[config.mk]
export PLATFORM = sky130hd
export DESIGN_NAME = ialu_div_cell
export DESIGN_NICKNAME = d
export VERILOG_FILES = /design/src/hdl/ialu_pkg.sv /design/src/hdl/ialu_div_cell.sv
export SDC_FILE = /design/constraint.sdc
export NUM_CORES = 1
export LEC_CHECK = 0
export CORE_AREA = 5 5 204 206
export DETAILED_ROUTE_END_ITERATION = 10
export DIE_AREA = 0 0 209 211
export DONT_BUFFER_PORTS = 1
export GPL_TIMING_DRIVEN = 0
export HOLD_SLACK_MARGIN = 0.06
export PLACE_DENSITY_LB_ADDON = 0.12
export RECOVER_POWER = 50
export SYNTH_ARGS = -nofsm -noshare
export SYNTH_HDL_FRONTEND = slang
export SYNTH_SLANG_ARGS = --single-unit
export TNS_END_PERCENT = 50
[constraint.sdc]
create_clock -name clk_i -period 0.8 [get_ports clk_i]
set_input_delay 0.04 -clock clk_i [delete_from_list [all_inputs] [get_ports clk_i]]
set_output_delay 0.04 -clock clk_i [all_outputs]
set_load 0.005 [all_outputs]
[src/hdl/ialu_pkg.sv]
// Shared opcode, kind and pipeline control definitions for the integer ALU.
`default_nettype none
package ialu_pkg;

  typedef enum logic [3:0] {
    OP_ADD = 4'd0,
    OP_SUB = 4'd1,
    OP_MUL = 4'd2,
    OP_DIV = 4'd3,
    OP_REM = 4'd4,
    OP_NEG = 4'd5,
    OP_EQ  = 4'd6,
    OP_NE  = 4'd7,
    OP_LT  = 4'd8,
    OP_LE  = 4'd9,
    OP_GT  = 4'd10,
    OP_GE  = 4'd11,
    OP_AND = 4'd12,
    OP_OR  = 4'd13,
    OP_NOT = 4'd14,
    OP_BAD = 4'd15
  } op_e;

  localparam logic [1:0] KIND_INT  = 2'd0;
  localparam logic [1:0] KIND_BOOL = 2'd1;

  // Control that travels with an operation down the pipeline.
  typedef struct packed {
    op_e  op;
    logic err;
    logic is_bool;
    logic neg_q;
    logic neg_r;
    logic div0;
    logic ovf;
  } ctrl_t;

endpackage
`default_nettype wire

[src/hdl/ialu_div_cell.sv]
// One restoring division step; the cells form a chain that yields one quotient bit each.
`default_nettype none
module ialu_div_cell #(
  parameter int unsigned W = 64
) (
  input  wire logic            clk_i,
  input  wire logic            rst_ni,
  input  wire logic            valid_i,
  input  ialu_pkg::ctrl_t      ctrl_i,
  input  wire logic [W-1:0]    res_i,
  input  wire logic [W-1:0]    rem_i,
  input  wire logic [W-1:0]    num_i,
  input  wire logic [W-1:0]    den_i,
  output logic                 valid_o,
  output ialu_pkg::ctrl_t      ctrl_o,
  output logic [W-1:0]         res_o,
  output logic [W-1:0]         rem_o,
  output logic [W-1:0]         num_o,
  output logic [W-1:0]         den_o
);
  import ialu_pkg::*;

  logic [W:0] trial, diff;
  logic       ge;

  always_comb begin
    trial = {rem_i, num_i[W-1]};
    diff  = trial - {1'b0, den_i};
    ge    = !diff[W];
  end

  always_ff @(posedge clk_i or negedge rst_ni) begin
    if (!rst_ni) begin
      valid_o <= 1'b0;
    end else begin
      valid_o <= valid_i;
    end
  end

  always_ff @(posedge clk_i) begin
    ctrl_o <= ctrl_i;
    res_o  <= res_i;
    den_o  <= den_i;
    rem_o  <= ge ? diff[W-1:0] : trial[W-1:0];
    num_o  <= {num_i[W-2:0], ge};
  end

endmodule
`default_nettype wire

==> results of run 1 <==
[through the flow]
stage	hold WS [ps]	utilization (%)
2_1_floorplan	-256	-
3_3_place_gp	-256	29.0
3_5_place_dp	-256	29.0
[kinds of logic after synthesis]
group	count (synthesis)	share of synthesized area, %
xor+xnor	57	4.81
buf+inv	121	4.48
flops	267	51.5
simple gates	200	9.68
mux	63	6.79
fa+ha+maj	65	7.90
compound gates	236	14.8
==> impl_metrics.env, run 1 <==
export IMPL_yosys_warnings=0
export IMPL_synth_most_common_cell="dfxtp_1"
export IMPL_place_area_sq_mm=0.0114
export IMPL_synth_top_area_share_pct=51.3
export IMPL_dp_cells=1534
export IMPL_tool_error="[ERROR RSZ-0060] Max buffer count reached."
export IMPL_htreeDepth=1
export IMPL_pre_cts_ws_ps=-2580
export IMPL_die_x_microns=209
export IMPL_holdBufCountCts=324
export IMPL_clock_sinks=267
export IMPL_synth_async_sr_flop_share_pct=0.375
export IMPL_status="aborted with a tool error"
export IMPL_post_cts_repair_setup_buffers=36
export IMPL_place_gp_congestion=0.783
export IMPL_stop_stage="4_1_cts"
export IMPL_cts_made_buffers=26
export IMPL_netlist_instances=1009
export IMPL_synth_cell_types=72
export IMPL_ys_ff_latch=267
export IMPL_synth_edf_count=0
export IMPL_numPortBuffers=0
export IMPL_cts_resized=326
export IMPL_synth_area_top_cells="dfxtp_1, ha_1, mux2_1"
export IMPL_clock_path_buffers=3
export IMPL_synth_flop_cell="dfxtp_1"
export IMPL_yosysSeqAreaShare_pct=51.5
export IMPL_die_height_microns=211
export IMPL_synth_common_cells="dfxtp_1, inv_1, a21oi_1"
export IMPL_pin_count=536
export IMPL_dpl_hpwl_microns=30200
export IMPL_syn_area_per_cell_sq_um=10.3
export IMPL_cts_root_buffer="clkbuf_16"
export IMPL_postSynthNetCount=1343
export IMPL_start_util_pct=26.3
export IMPL_netlist_area_sq_mm=0.0104
export IMPL_rows=73
export IMPL_synth_top_area_cell="dfxtp_1"
==> run 2, diff against run 1 <==
CORE_AREA = unset   (was 5 5 204 206)
CORE_MARGIN = 5   (was unset)
CORE_UTILIZATION = 20   (was unset)
DIE_AREA = unset   (was 0 0 209 211)
HOLD_SLACK_MARGIN = unset   (was 0.06)
PLACE_DENSITY_LB_ADDON = 0.15   (was 0.12)
clock period = 1 ns   (was 0.8 ns; I/O delays follow)
==> run 2 against run 1 <==
  * The flow now finishes, with violations (hold timing, setup timing)
  * Area after synthesis stayed put
  * Synthesized cell count unchanged
==> impl_metrics.env, run 2 <==
export IMPL_status="complete, but fails checks"
export IMPL_violations="hold timing, setup timing"
export IMPL_netlist_area_sq_mm=0.0104
export IMPL_final_net_count=1728
export IMPL_core_area_sq_mm=0.0514
export IMPL_cts_root_buffer="clkbuf_16"
export IMPL_start_util_pct=20.2
export IMPL_routed_wl_microns=46400
export IMPL_clkTransAtPathRegs_ps=60
export IMPL_hold_violations=29
export IMPL_wire_per_inst_microns=22.1
export IMPL_netlist_instances=1009
export IMPL_critPathMaxFanout=6
export IMPL_place_gp_congestion=0.784
export IMPL_drc=0
export IMPL_tns_ps=-87110
export IMPL_drtAntennaViolNets=0
export IMPL_synth_area_top_cells="dfxtp_1, ha_1, mux2_1"
export IMPL_fin_hold_ws_ps=-487
export IMPL_crit_slowest_cell="or4b_4"
export IMPL_clock_path_buffers=3
export IMPL_yosysSeqAreaShare_pct=51.5
export IMPL_critPathRequiredTime_ps=1440
export IMPL_finalCoreUtilization_pct=33.4
export IMPL_grt_pass1_wl_microns=65700
export IMPL_fin_crit_ps=2560
export IMPL_yosys_warnings=0
export IMPL_synth_most_common_cell="dfxtp_1"
export IMPL_path_buf_inv=1
export IMPL_cts_made_buffers=28
export IMPL_final_common_cell="dlygate4sd3_1"
export IMPL_grtUsageTotal_pct=15.2
export IMPL_areaGrowthSynthToFinish_pct=65.2
export IMPL_viasPerCell=4.27
export IMPL_synth_edf_count=0
export IMPL_hold_class="input pin to register"
export IMPL_p_leak_uw=0.00715
export IMPL_critPathMaxStageDelay_ps=600
export IMPL_grt_pass1_vias=9587
export IMPL_drv_cap=0
export IMPL_synth_cell_types=72
export IMPL_dp_cells=1689
export IMPL_drive_gt1_share_pct=30.7
export IMPL_syn_area_per_cell_sq_um=10.3
export IMPL_die_area_sq_mm=0.0566
export IMPL_first_iter_violations=302
export IMPL_vias=8960
export IMPL_synth_top_area_cell="dfxtp_1"
export IMPL_p_sw_uw=8390
export IMPL_pin_count=536
export IMPL_path_common_cell="or4b_4"
export IMPL_p_int_uw=21600
export IMPL_rsz0062_at_grt="true"
export IMPL_crit_arrival_ps=3000
export IMPL_postSynthNetCount=1343
export IMPL_combPwrFrac_pct=22.8
export IMPL_antenna_found_initial=2
export IMPL_rows=83
export IMPL_slew_violations=0
export IMPL_max_slew_margin_pct=61.2
export IMPL_synth_async_sr_flop_share_pct=0.375
export IMPL_grt_max_degree=16
export IMPL_ys_ff_latch=267
export IMPL_cts_tree="built"
export IMPL_die_height_microns=238
export IMPL_pwr_density_cell_mw_per_mm2=1740
export IMPL_worstHoldStart="den_i[24]"
export IMPL_switching_share_pct=28.0
export IMPL_grt_remaining_overflow=0
export IMPL_fmax_ghz=0.391
export IMPL_synth_top_area_share_pct=51.3
export IMPL_irDropWorstVdd_uv=966
export IMPL_total_power_uw=29900
export IMPL_critPathCaptureType="register"
export IMPL_clockPowerShare_pct=34.8
export IMPL_die_x_microns=238
export IMPL_pwr_share_seq_pct=42.5
export IMPL_layout_common_cells="dlygate4sd3_1, dfxtp_2, dfxtp_1"
export IMPL_tightest_slew_ps=577
export IMPL_dpl_hpwl_microns=34100
export IMPL_setup_worst_path_start_class="input pin"
export IMPL_setup_viol=65
export IMPL_critical_path_class="input pin to register"
export IMPL_numPortBuffers=0
export IMPL_worst_slack_ps=-1560
export IMPL_crit_family="compound AO/OA/AOI/OAI gates"
export IMPL_clock_sinks=267
export IMPL_htreeDepth=1
export IMPL_dr_pass1_iters=4
export IMPL_synth_common_cells="dfxtp_1, inv_1, a21oi_1"
export IMPL_synth_flop_cell="dfxtp_1"
export IMPL_fin_cells=2098
export IMPL_fillerInstances=5163
export IMPL_cp_cell_sequence="inv_12, ha_4, a21o_1, or4b_4, or4b_4, a311o_2, a211o_1, a31oi_2, xnor2_1, mux2_4"
export IMPL_period_share_pct=256
export IMPL_crit_start="den_i[26]"
==> run 2: cell counts after synthesis <==
Identical to the previous run, type by type.
==> run 2: power by group through the flow <==
| stage | Clock, uW | Sequential, uW | Combinational, uW |
|---|---|---|---|
| 6_report | 10400 | 12700 | 6820 |
| 5_1_grt | 11300 | 12800 | 7400 |
| 4_1_cts | 10800 | 12700 | 6880 |
| 3_5_place_dp | 0 | 12800 | 4500 |
| 3_3_place_gp | 0 | 12900 | 4500 |
| 2_1_floorplan | 0 | 12400 | 3410 |
==> run 2: layout make-up <==
class | count | area, sq um | share of cell area, %
antenna | 2 | 5.00 | 0.0292
buffer | 20 | 125 | 0.729
clock buffer | 31 | 743 | 4.33
clock inverter | 21 | 183 | 1.06
inverter | 88 | 380 | 2.22
multi-input combinational | 621 | 5460 | 31.8
sequential | 267 | 5630 | 32.8
tap | 680 | 851 | 4.96
timing repair buffer | 367 | 3760 | 21.9
timing repair inverter | 1 | 16.3 | 0.0948
==> run 2: cells by family (layout without fill, tap and decap cells) <==
kind of cell	after synthesis	after routing	share of synthesized area, %
AOI/OAI and AO/OA	236	236	14.8
xor gates and xnor gates	57	57	4.81
adders and majority gates	65	65	7.90
buffers and inverters	121	528	4.48
DFF	267	267	51.5
muxes	63	63	6.79
other	0	2	0
and+or+nand+nor	200	200	9.68
==> run 2: path summary, 6_finish.rpt <==
kind | end | slack, ps | depth (start not counted)
worst max-delay path | rem_o[55] | -1560 | 10
min in group asynchronous | valid_o | 240 | 2
worst min-delay path | den_o[24] | -490 | 0
max in group asynchronous | valid_o | 650 | 2
==> run 2: through the flow <==
stage,cell area (sq um),setup slack (ps),hold slack [ps]
6_report,17200,-1560,-487
5_1_grt,17200,-1560,-536
4_1_cts,16900,-1570,-540
3_5_place_dp,11600,-2690,-246
3_3_place_gp,11600,-2700,-246
2_1_floorplan,10800,-1760,-246
==> run 2: per-layer routing <==
layer	vias to the layer above	GRT usage (%)	part of all wire, %
met2	339	27.8	51
met3	62	4.09	8.0
met5	-	0	0
li1	4286	-	-
met4	0	4.20	3.0
met1	4273	17.5	39
==> run 2: timing repair <==
item                                    4_1_cts  5_1_grt
hold buffers                                302       22
pin swaps                                    38       16
gates resized for setup                     284       85
endpoints found under the setup margin      198      184
gates cloned                                  6        0
endpoints found under the hold margin       267       49
buffers inserted                             39        7
(Power assumes the default switching activity.)
