==> config.mk <==
export PLATFORM = sky130hd
export DESIGN_NAME = ialu_back
export DESIGN_NICKNAME = d
export VERILOG_FILES = /design/src/hdl/ialu_pkg.sv /design/src/hdl/ialu_back.sv
export SDC_FILE = /design/constraint.sdc
export NUM_CORES = 1
export LEC_CHECK = 0
export BUFFER_PORTS_ARGS = -buffer_cell sky130_fd_sc_hd__buf_2
export CAP_MARGIN = 20
export CORE_MARGIN = 10
export CORE_UTILIZATION = 47
export DETAILED_ROUTE_END_ITERATION = 6
export GPL_TIMING_DRIVEN = 0
export PLACE_DENSITY = 0.82
export SYNTH_ARGS = -nofsm -noshare
export SYNTH_HDL_FRONTEND = slang
export SYNTH_SLANG_ARGS = --single-unit
==> constraint.sdc <==
create_clock -name clk_i -period 0.8 [get_ports clk_i]
set_clock_uncertainty 0.15 [all_clocks]
set_input_delay 0.08 -clock clk_i [delete_from_list [all_inputs] [get_ports clk_i]]
set_output_delay 0.08 -clock clk_i [all_outputs]
set_load 0.05 [all_outputs]
==> src/hdl/ialu_pkg.sv <==
// Shared opcode, kind and pipeline control definitions for the integer ALU.
`default_nettype none
package ialu_pkg;

  typedef enum logic [3:0] {
    OP_ADD = 4'd0,
    OP_SUB = 4'd1,
    OP_MUL = 4'd2,
    OP_DIV = 4'd3,
    OP_REM = 4'd4,
    OP_NEG = 4'd5,
    OP_EQ  = 4'd6,
    OP_NE  = 4'd7,
    OP_LT  = 4'd8,
    OP_LE  = 4'd9,
    OP_GT  = 4'd10,
    OP_GE  = 4'd11,
    OP_AND = 4'd12,
    OP_OR  = 4'd13,
    OP_NOT = 4'd14,
    OP_BAD = 4'd15
  } op_e;

  localparam logic [1:0] KIND_INT  = 2'd0;
  localparam logic [1:0] KIND_BOOL = 2'd1;

  // Control that travels with an operation down the pipeline.
  typedef struct packed {
    op_e  op;
    logic err;
    logic is_bool;
    logic neg_q;
    logic neg_r;
    logic div0;
    logic ovf;
  } ctrl_t;

endpackage
`default_nettype wire

==> src/hdl/ialu_back.sv <==
// Sign correction of quotient and remainder and final result register.
`default_nettype none
module ialu_back #(
  parameter int unsigned W = 64
) (
  input  wire logic            clk_i,
  input  wire logic            rst_ni,
  input  wire logic            valid_i,
  input  ialu_pkg::ctrl_t      ctrl_i,
  input  wire logic [W-1:0]    res_i,
  input  wire logic [W-1:0]    rem_i,
  input  wire logic [W-1:0]    quo_i,
  output logic                 done_o,
  output logic [63:0]          result_value_o,
  output logic                 result_is_bool_o,
  output logic                 status_o
);
  import ialu_pkg::*;

  logic [W-1:0] val, qv, rv;

  always_comb begin
    qv = ctrl_i.neg_q ? (W'(0) - quo_i) : quo_i;
    rv = ctrl_i.neg_r ? (W'(0) - rem_i) : rem_i;
    priority if (ctrl_i.err) begin
      val = '0;
    end else if (ctrl_i.op == OP_DIV) begin
      val = ctrl_i.div0 ? '0 : (ctrl_i.ovf ? {1'b1, {(W-1){1'b0}}} : qv);
    end else if (ctrl_i.op == OP_REM) begin
      val = (ctrl_i.div0 || ctrl_i.ovf) ? '0 : rv;
    end else begin
      val = res_i;
    end
  end

  always_ff @(posedge clk_i or negedge rst_ni) begin
    if (!rst_ni) begin
      done_o <= 1'b0;
    end else begin
      done_o <= valid_i;
    end
  end

  always_ff @(posedge clk_i) begin
    result_value_o   <= 64'($signed(val));
    result_is_bool_o <= ctrl_i.is_bool && !ctrl_i.err;
    status_o         <= ctrl_i.err;
  end

endmodule
`default_nettype wire

==> results.json, run 1 <==
{
  "yosysTopAreaCell": "dfxtp_1",
  "clock_sinks": 67,
  "worst-ep-kind": "sequential cell input",
  "cts_root_buf": "clkbuf_16",
  "avgSynthCellArea_um2": 7.86,
  "synthSimpleGateAreaFrac_pct": 22.2,
  "worstEndpointGrtRepair": "result_value_o[63]$_SDFF_PP0_/D",
  "ys_types": 52,
  "dp.cells": 1092,
  "ys_ff_latch": 67,
  "cts_inserted_buffers": 9,
  "pin_count": 272,
  "die_x_um": 127,
  "synth-compound-area-share_pct": 29.0,
  "synth_top_family_by_area": "compound AO/OA/AOI/OAI gates",
  "antenna_found_initial": 18,
  "synth_xor_area_share_pct": 19.1,
  "initial_utilization_pct": 48.8,
  "synth-edff-count": 0,
  "fp-row-count": 38,
  "grt_usage_pct": 70.0,
  "firstError": "[ERROR GRT-0232] Routing congestion too high. Check the congestion heatmap in the GUI.",
  "io_buffer_count": 269,
  "ys.flop_type": "dfxtp_1",
  "synth_nets": 889,
  "synthMuxAreaShare_pct": 0.583,
  "grt_max_degree": 11,
  "lastStage": "global routing",
  "yosysWarnings": 0,
  "synth_area_leaders": "dfxtp_1 25%, xor2_1 10%, xnor2_1 9.1%",
  "syn_inst": 682,
  "place_congestion": 0.988,
  "yosysTopAreaCellShare_pct": 24.6,
  "gr-total-overflow": 43,
  "ys_seq_area_share_pct": 25.1,
  "synth_area_mm2": 0.00536,
  "die_h_um": 127,
  "synth_fa_ha_area_share_pct": 0.467,
  "hpwl_um": 20900,
  "async_reset_ff_share_pct": 1.49,
  "outcome": "stopped before the end",
  "cts_buffer_depth": 2,
  "htreeDepth": 3
}
## layer usage
layer | overflow | track usage, %
met5 | 0 | 20.4
met4 | 18 | 69.6
met3 | 0 | 63.3
met2 | 24 | 83.7
met1 | 1 | 66.9
## what timing repair did
item	CTS
endpoints found under the setup margin	131
buffers inserted	47
hold endpoints to repair	66
pin swaps	87
resized for setup	405
gates cloned	2
hold buffers	6
## Yosys cell counts (3+ instances only)
library cell,number
a31oi_1,7
nand4_1,3
nand2b_1,9
xnor2_1,56
nor3_1,14
or2_2,8
nor2_1,36
dfxtp_1,66
nand2_1,63
buf_2,4
inv_1,6
or3_1,22
a221oi_1,3
a2bb2oi_1,4
o41ai_2,5
nor4_1,10
clkbuf_1,39
or4_1,26
a22oi_1,44
a21oi_1,15
xor2_1,61
nor2b_1,3
o221ai_1,7
o41ai_1,16
o21ai_1,5
nor4b_1,4
o31ai_1,38
o21ai_0,68
nand3_1,8
## through the flow
step | hold slack (ps) | cell area (um2) | worst slack [ps] | utilization [%]
floorplan | -366 | 5670 | -1640 | -
global placement | -295 | 7190 | -2280 | 65.5
detailed placement | -293 | 7200 | -2270 | 65.5
CTS | -216 | 9410 | -1500 | 85.7
## cells by family after synthesis
logic type	count (synthesis)
DFF	67
and+or+nand+nor	221
xor gates and xnor gates	117
AOI/OAI and AO/OA	223
adders and majority gates	2
buffers and inverters	49
muxes	3
==> run 2: changes to the inputs <==
CORE_UTILIZATION = 40   (was 47)
PLACE_DENSITY = unset   (was 0.82)
PLACE_DENSITY_LB_ADDON = 0.15   (was unset)
==> run 2 against run 1 <==
The flow now finishes, with violations (hold timing, setup timing). Synthesized cell count is the same. Synthesized area unchanged.
==> results.json, run 2 <==
{
  "cp_slowest_cell": "or4_4",
  "crit_type": "input port to flop",
  "io_buffer_count": 269,
  "drive_gt1_share_pct": 63.1,
  "synth_area_mm2": 0.00536,
  "fin_nets": 1249,
  "tns_ps": -98990,
  "fp-row-count": 42,
  "slew_viol_final": 0,
  "grt-busiest-layer": "met2",
  "via_count": 7801,
  "ys.flop_type": "dfxtp_1",
  "grt_max_degree": 13,
  "worst_pin_slew_ps": 1250,
  "async_reset_ff_share_pct": 1.49,
  "gr-total-overflow": 0,
  "initial_utilization_pct": 40.7,
  "hpwl_um": 21100,
  "ys_seq_area_share_pct": 25.1,
  "cts_inserted_buffers": 9,
  "period_needed_ps": 2370,
  "ir_drop_mv": 0.785,
  "antenna_found_initial": 11,
  "cp_max_fo": 6,
  "ys_ff_latch": 67,
  "clock_sinks": 67,
  "use_met2_pct": 48.7,
  "largest_reg_flops": 64,
  "die_area_mm2": 0.0184,
  "synth_area_leaders": "dfxtp_1 25%, xor2_1 10%, xnor2_1 9.1%",
  "cpMostUsedCell": "buf_6",
  "p_leak_uw": 0.00445,
  "multi_input_area_mm2": 0.00548,
  "violations": "hold timing, setup timing",
  "placed_area_mm2": 0.00724,
  "synth_nets": 889,
  "wl_per_cell_um": 26.6,
  "area_growth_pct": 101,
  "yosysTopAreaCellShare_pct": 24.6,
  "cts_hold_buf": 7,
  "grt_pass1_wl_um": 43800,
  "yosysTopAreaCell": "dfxtp_1",
  "pwr_density_cell_mw_per_mm2": 1290,
  "ys_types": 52,
  "crit_chain": "buf_8 -> or4_4 -> nor4_4 -> buf_4 -> nand3_4 -> buf_6 -> buf_6 -> o41ai_4 -> xor2_1 -> o221ai_1",
  "pre_cts_ws_ps": -2350,
  "clk_pin_slew_ps": 60,
  "vias_per_cell": 6.32,
  "pin_count": 272,
  "max_freq_mhz": 422,
  "max_cap_violations": 0,
  "relSlewSlack_pct": 16.4,
  "route.detailed.drc": 0,
  "worstSetupStartpointType": "input port",
  "syn_inst": 682,
  "avgSynthCellArea_um2": 7.86,
  "regArea_mm2": 0.00143,
  "drtPass1Iterations": 6,
  "synth-edff-count": 0,
  "slowest_delay_ps": 610,
  "grt_setup_unrepaired": "yes",
  "finalCritPeriodShare_pct": 296,
  "cts_buffer_depth": 2,
  "finalInstanceArea_mm2": 0.0108,
  "cts_tree": "done",
  "fin_ws_ps": -1570,
  "yosysWarnings": 0,
  "post-synth-top-count-cell": "o21ai_0",
  "hold_path.class": "input port to flop",
  "finalWirelength_um": 32800,
  "ys_top_cells_by_count": "68 x o21ai_0, 66 x dfxtp_1, 63 x nand2_1",
  "use_met1_pct": 37.2,
  "final_common_cell": "buf_2",
  "cts_root_buf": "clkbuf_16",
  "htreeDepth": 3,
  "grt_usage_pct": 30.7,
  "die_h_um": 136,
  "die_x_um": 136,
  "cp.arrival_ps": 2420,
  "ant_nets": 0,
  "hold_viol_final": 58,
  "place_congestion": 0.972,
  "required_ps": 850,
  "finalSetupViolations": 132,
  "utilization_pct": 81.5,
  "regMostFlops": "result_value_o",
  "first_iter_violations": 1110,
  "grt_util_met3_pct": 9.50,
  "fillers": 778,
  "layout_common_cells": "186 x buf_2, 71 x buf_8, 65 x dfxtp_2",
  "end_kind": "flop",
  "grt_pass1_vias": 7560,
  "core_area_mm2": 0.0132,
  "outcome": "finished, violations left",
  "hold_ws_ps": -200
}
run 2: cell counts after synthesis:
Identical to the previous run, type by type.
run 2: timing repair:
action	4_1_cts	5_1_grt
resized for setup	449	134
pin swaps	104	75
cloned	3	0
buffers inserted	53	29
endpoints found under the setup margin	131	131
hold endpoints to repair	68	55
run 2: layer usage:
layer,part of all wire (%),routed length (um),vias to the layer above
met2,47,15500,635
met1,36,11900,3709
li1,-,-,3313
met3,12,3850,144
met4,4.8,1580,0
met5,0,0,-
run 2: kinds of logic (layout without fill, tap and decap cells):
group                      after synthesis  after routing  share of synthesized area [%]
AOI/OAI and AO/OA                      223            223                           29.0
and+or+nand+nor                        221            222                           22.2
xor gates and xnor gates               117            117                           19.1
DFF                                     67             67                           25.1
buffers and inverters                   49            413                           3.52
muxes                                    3              3                          0.583
adders and majority gates                2              2                          0.467
other                                    0             11                              0
run 2: report_power, final:
group | internal [uW] | leakage [uW] | switching, uW
registers | 3600 | 0.000578 | 148
logic | 2050 | 0.00370 | 2830
clock network | 3460 | 0.000179 | 1760
run 2: per-stage QoR:
step,power (uW),cells
after floorplan,5730,682
after global placement,7100,1127
after detailed placement,7120,1127
after CTS,13200,1201
after global routing,14100,1234
final,13800,1234
run 2: layout make-up:
class / count / area share (%)
diodes: 11 / 0.256
clock buffers: 10 / 2.22
plain buffers: 39 / 2.14
inverters: 6 / 0.279
clock inverters: 6 / 1.27
multi-input cells: 567 / 51.0
flip-flops and latches: 67 / 13.3
well taps: 176 / 2.05
repair buffers: 352 / 27.5
run 2: critical path: cells and delay by family:
family          cells  cell delay, ps
compound gates      2             370
xor+xnor            1             300
simple gates        3            1070
buf+inv             4             580
run 2: path summary, 6_finish.rpt:
| path | start | to | slack [ps] | cells after the start |
|---|---|---|---|---|
| min in group asynchronous | rst_ni | done_o | -130 | 2 |
| max in group asynchronous | rst_ni | done_o | 530 | 2 |
| max | rem_i[1] | result_value_o[49] | -1570 | 10 |
| min | res_i[55] | result_value_o[55] | -200 | 3 |
(Power assumes the default switching activity.)
==> run 3: changes to the inputs <==
GPL_TIMING_DRIVEN = unset   (was 0)
clock period = 2.2 ns   (was 0.8 ns; I/O delays follow)
==> run 3 against run 2 <==
The run still ends with hold timing, setup timing left. Sequential power down 65%. Die area unchanged. Sequential share of layout area about the same. Critical path type unchanged.
==> results.json, run 3 (synthesized netlist as in run 2, its figures left out) <==
{
  "htreeDepth": 3,
  "layoutNonFillerInstCount": 1353,
  "slew_viol_final": 0,
  "relSlewSlack_pct": 71.0,
  "ir_drop_mv": 0.359,
  "regMostFlops": "result_value_o",
  "cts_inserted_buffers": 9,
  "drive_gt1_share_pct": 54.9,
  "route.detailed.drc": 0,
  "final_common_cell": "buf_2",
  "period_needed_ps": 2450,
  "hold_path.class": "input port to flop",
  "vias_per_cell": 5.66,
  "cts_buffer_depth": 2,
  "fin_ws_ps": -253,
  "slowest_delay_ps": 610,
  "use_met2_pct": 44.1,
  "pwr_density_cell_mw_per_mm2": 437,
  "utilization_pct": 76.7,
  "grt_setup_unrepaired": "yes",
  "worstSetupStartpointType": "input port",
  "cpMostUsedCell": "buf_4",
  "first_iter_violations": 697,
  "grt_util_met3_pct": 8.16,
  "clock_sinks": 67,
  "initial_utilization_pct": 40.7,
  "io_buffer_count": 271,
  "finalCritPeriodShare_pct": 112,
  "finalSetupViolations": 30,
  "layout_common_cells": "261 x buf_2, 208 x buf_4, 66 x dfxtp_1",
  "gr-total-overflow": 0,
  "hpwl_um": 21100,
  "max_freq_mhz": 408,
  "largest_reg_flops": 64,
  "dp.cells": 1287,
  "cts_tree": "done",
  "grt-busiest-layer": "met2",
  "pin_count": 272,
  "p_leak_uw": 0.00451,
  "cp_slowest_cell": "or4_4",
  "crit_chain": "buf_6 -> or4_4 -> nor4_4 -> buf_4 -> nand3_2 -> buf_12 -> buf_4 -> o41ai_4 -> xor2_1 -> o221ai_1",
  "worst_pin_slew_ps": 435,
  "tns_ps": -3560,
  "crit_start": "rem_i[4]",
  "finalWirelength_um": 27800,
  "pre_cts_ws_ps": -654,
  "max_cap_violations": 0,
  "fillers": 968,
  "intPower_uw": 2880,
  "outcome": "finished, violations left",
  "via_count": 7652,
  "cts_root_buf": "clkbuf_16",
  "grt_pass1_vias": 7470,
  "ant_nets": 0,
  "required_ps": 2260,
  "clk_pin_slew_ps": 60,
  "grt_pass1_wl_um": 40100,
  "power_uw": 4420,
  "crit_type": "input port to flop",
  "end_kind": "flop",
  "clock_power_share_pct": 33.3,
  "area_growth_pct": 88.7,
  "drtPass1Iterations": 5,
  "fin_nets": 1377,
  "use_met1_pct": 34.5,
  "die_x_um": 136,
  "sw_frac_of_total_pct": 34.8,
  "place_congestion": 0.940,
  "antenna_found_initial": 7,
  "p_comb_share_pct": 36.9,
  "fp-row-count": 42,
  "cp.arrival_ps": 2510,
  "core_area_mm2": 0.0132,
  "wl_per_cell_um": 20.6,
  "hold_viol_final": 2,
  "hp-start": "res_i[31]",
  "grt_usage_pct": 27.6,
  "grt_max_degree": 28,
  "switchingPower_uw": 1540,
  "violations": "hold timing, setup timing",
  "cp_max_fo": 10,
  "die_area_mm2": 0.0184,
  "p_seq_share_pct": 29.8,
  "die_h_um": 136,
  "hold_ws_ps": -5.13
}
## run 3: timing repair
action,4_1_cts,5_1_grt
setup endpoints to repair,43,49
resized for setup,97,102
pin swaps,45,44
hold buffers,27,0
cloned,1,0
buffers inserted,12,9
endpoints found under the hold margin,27,0
## run 3: through the flow
stage          area (um2)  hold WS, ps
2_1_floorplan        5490         -226
5_1_grt             10100         18.4
3_3_place_gp         8410         -156
6_report            10100        -5.13
4_1_cts              9530        0.648
3_5_place_dp         8410         -154
## run 3: path summary, 6_finish.rpt
check                                      to  cells past startpoint
worst min-delay path       result_value_o[31]                      3
min in group asynchronous              done_o                      2
worst max-delay path       result_value_o[55]                     10
max in group asynchronous              done_o                      2
## run 3: layout make-up
cell class              count  area [um2]  share of cell area, %
diodes                      3        7.51                 0.0742
clock buffers              12         246                   2.44
clock inverters             3        40.0                  0.396
inverters                   6        27.5                  0.272
multi-input cells         567        4810                   47.6
flip-flops and latches     67        1350                   13.3
well taps                 176         220                   2.18
repair buffers            519        3420                   33.8
## run 3: power groups by stage
stage                     logic (uW)  registers, uW  clock network, uW
after floorplan                  441           1610                  0
after global placement          1400           1340                  0
after detailed placement        1400           1340                  0
after CTS                       1510           1320               1470
after global routing            1730           1320               1510
final                           1630           1320               1470
## run 3: worst max-delay path: cells and delay by family
kind            cells  cell delay, ps
simple gates        3             980
buf+inv             4             560
compound gates      2             460
xor+xnor            1             270
## run 3: routing by layer
layer	routed length (um)	vias to the layer above
met1	10800	3585
met2	13100	430
met3	3090	73
li1	-	3556
met5	44	-
met4	880	8
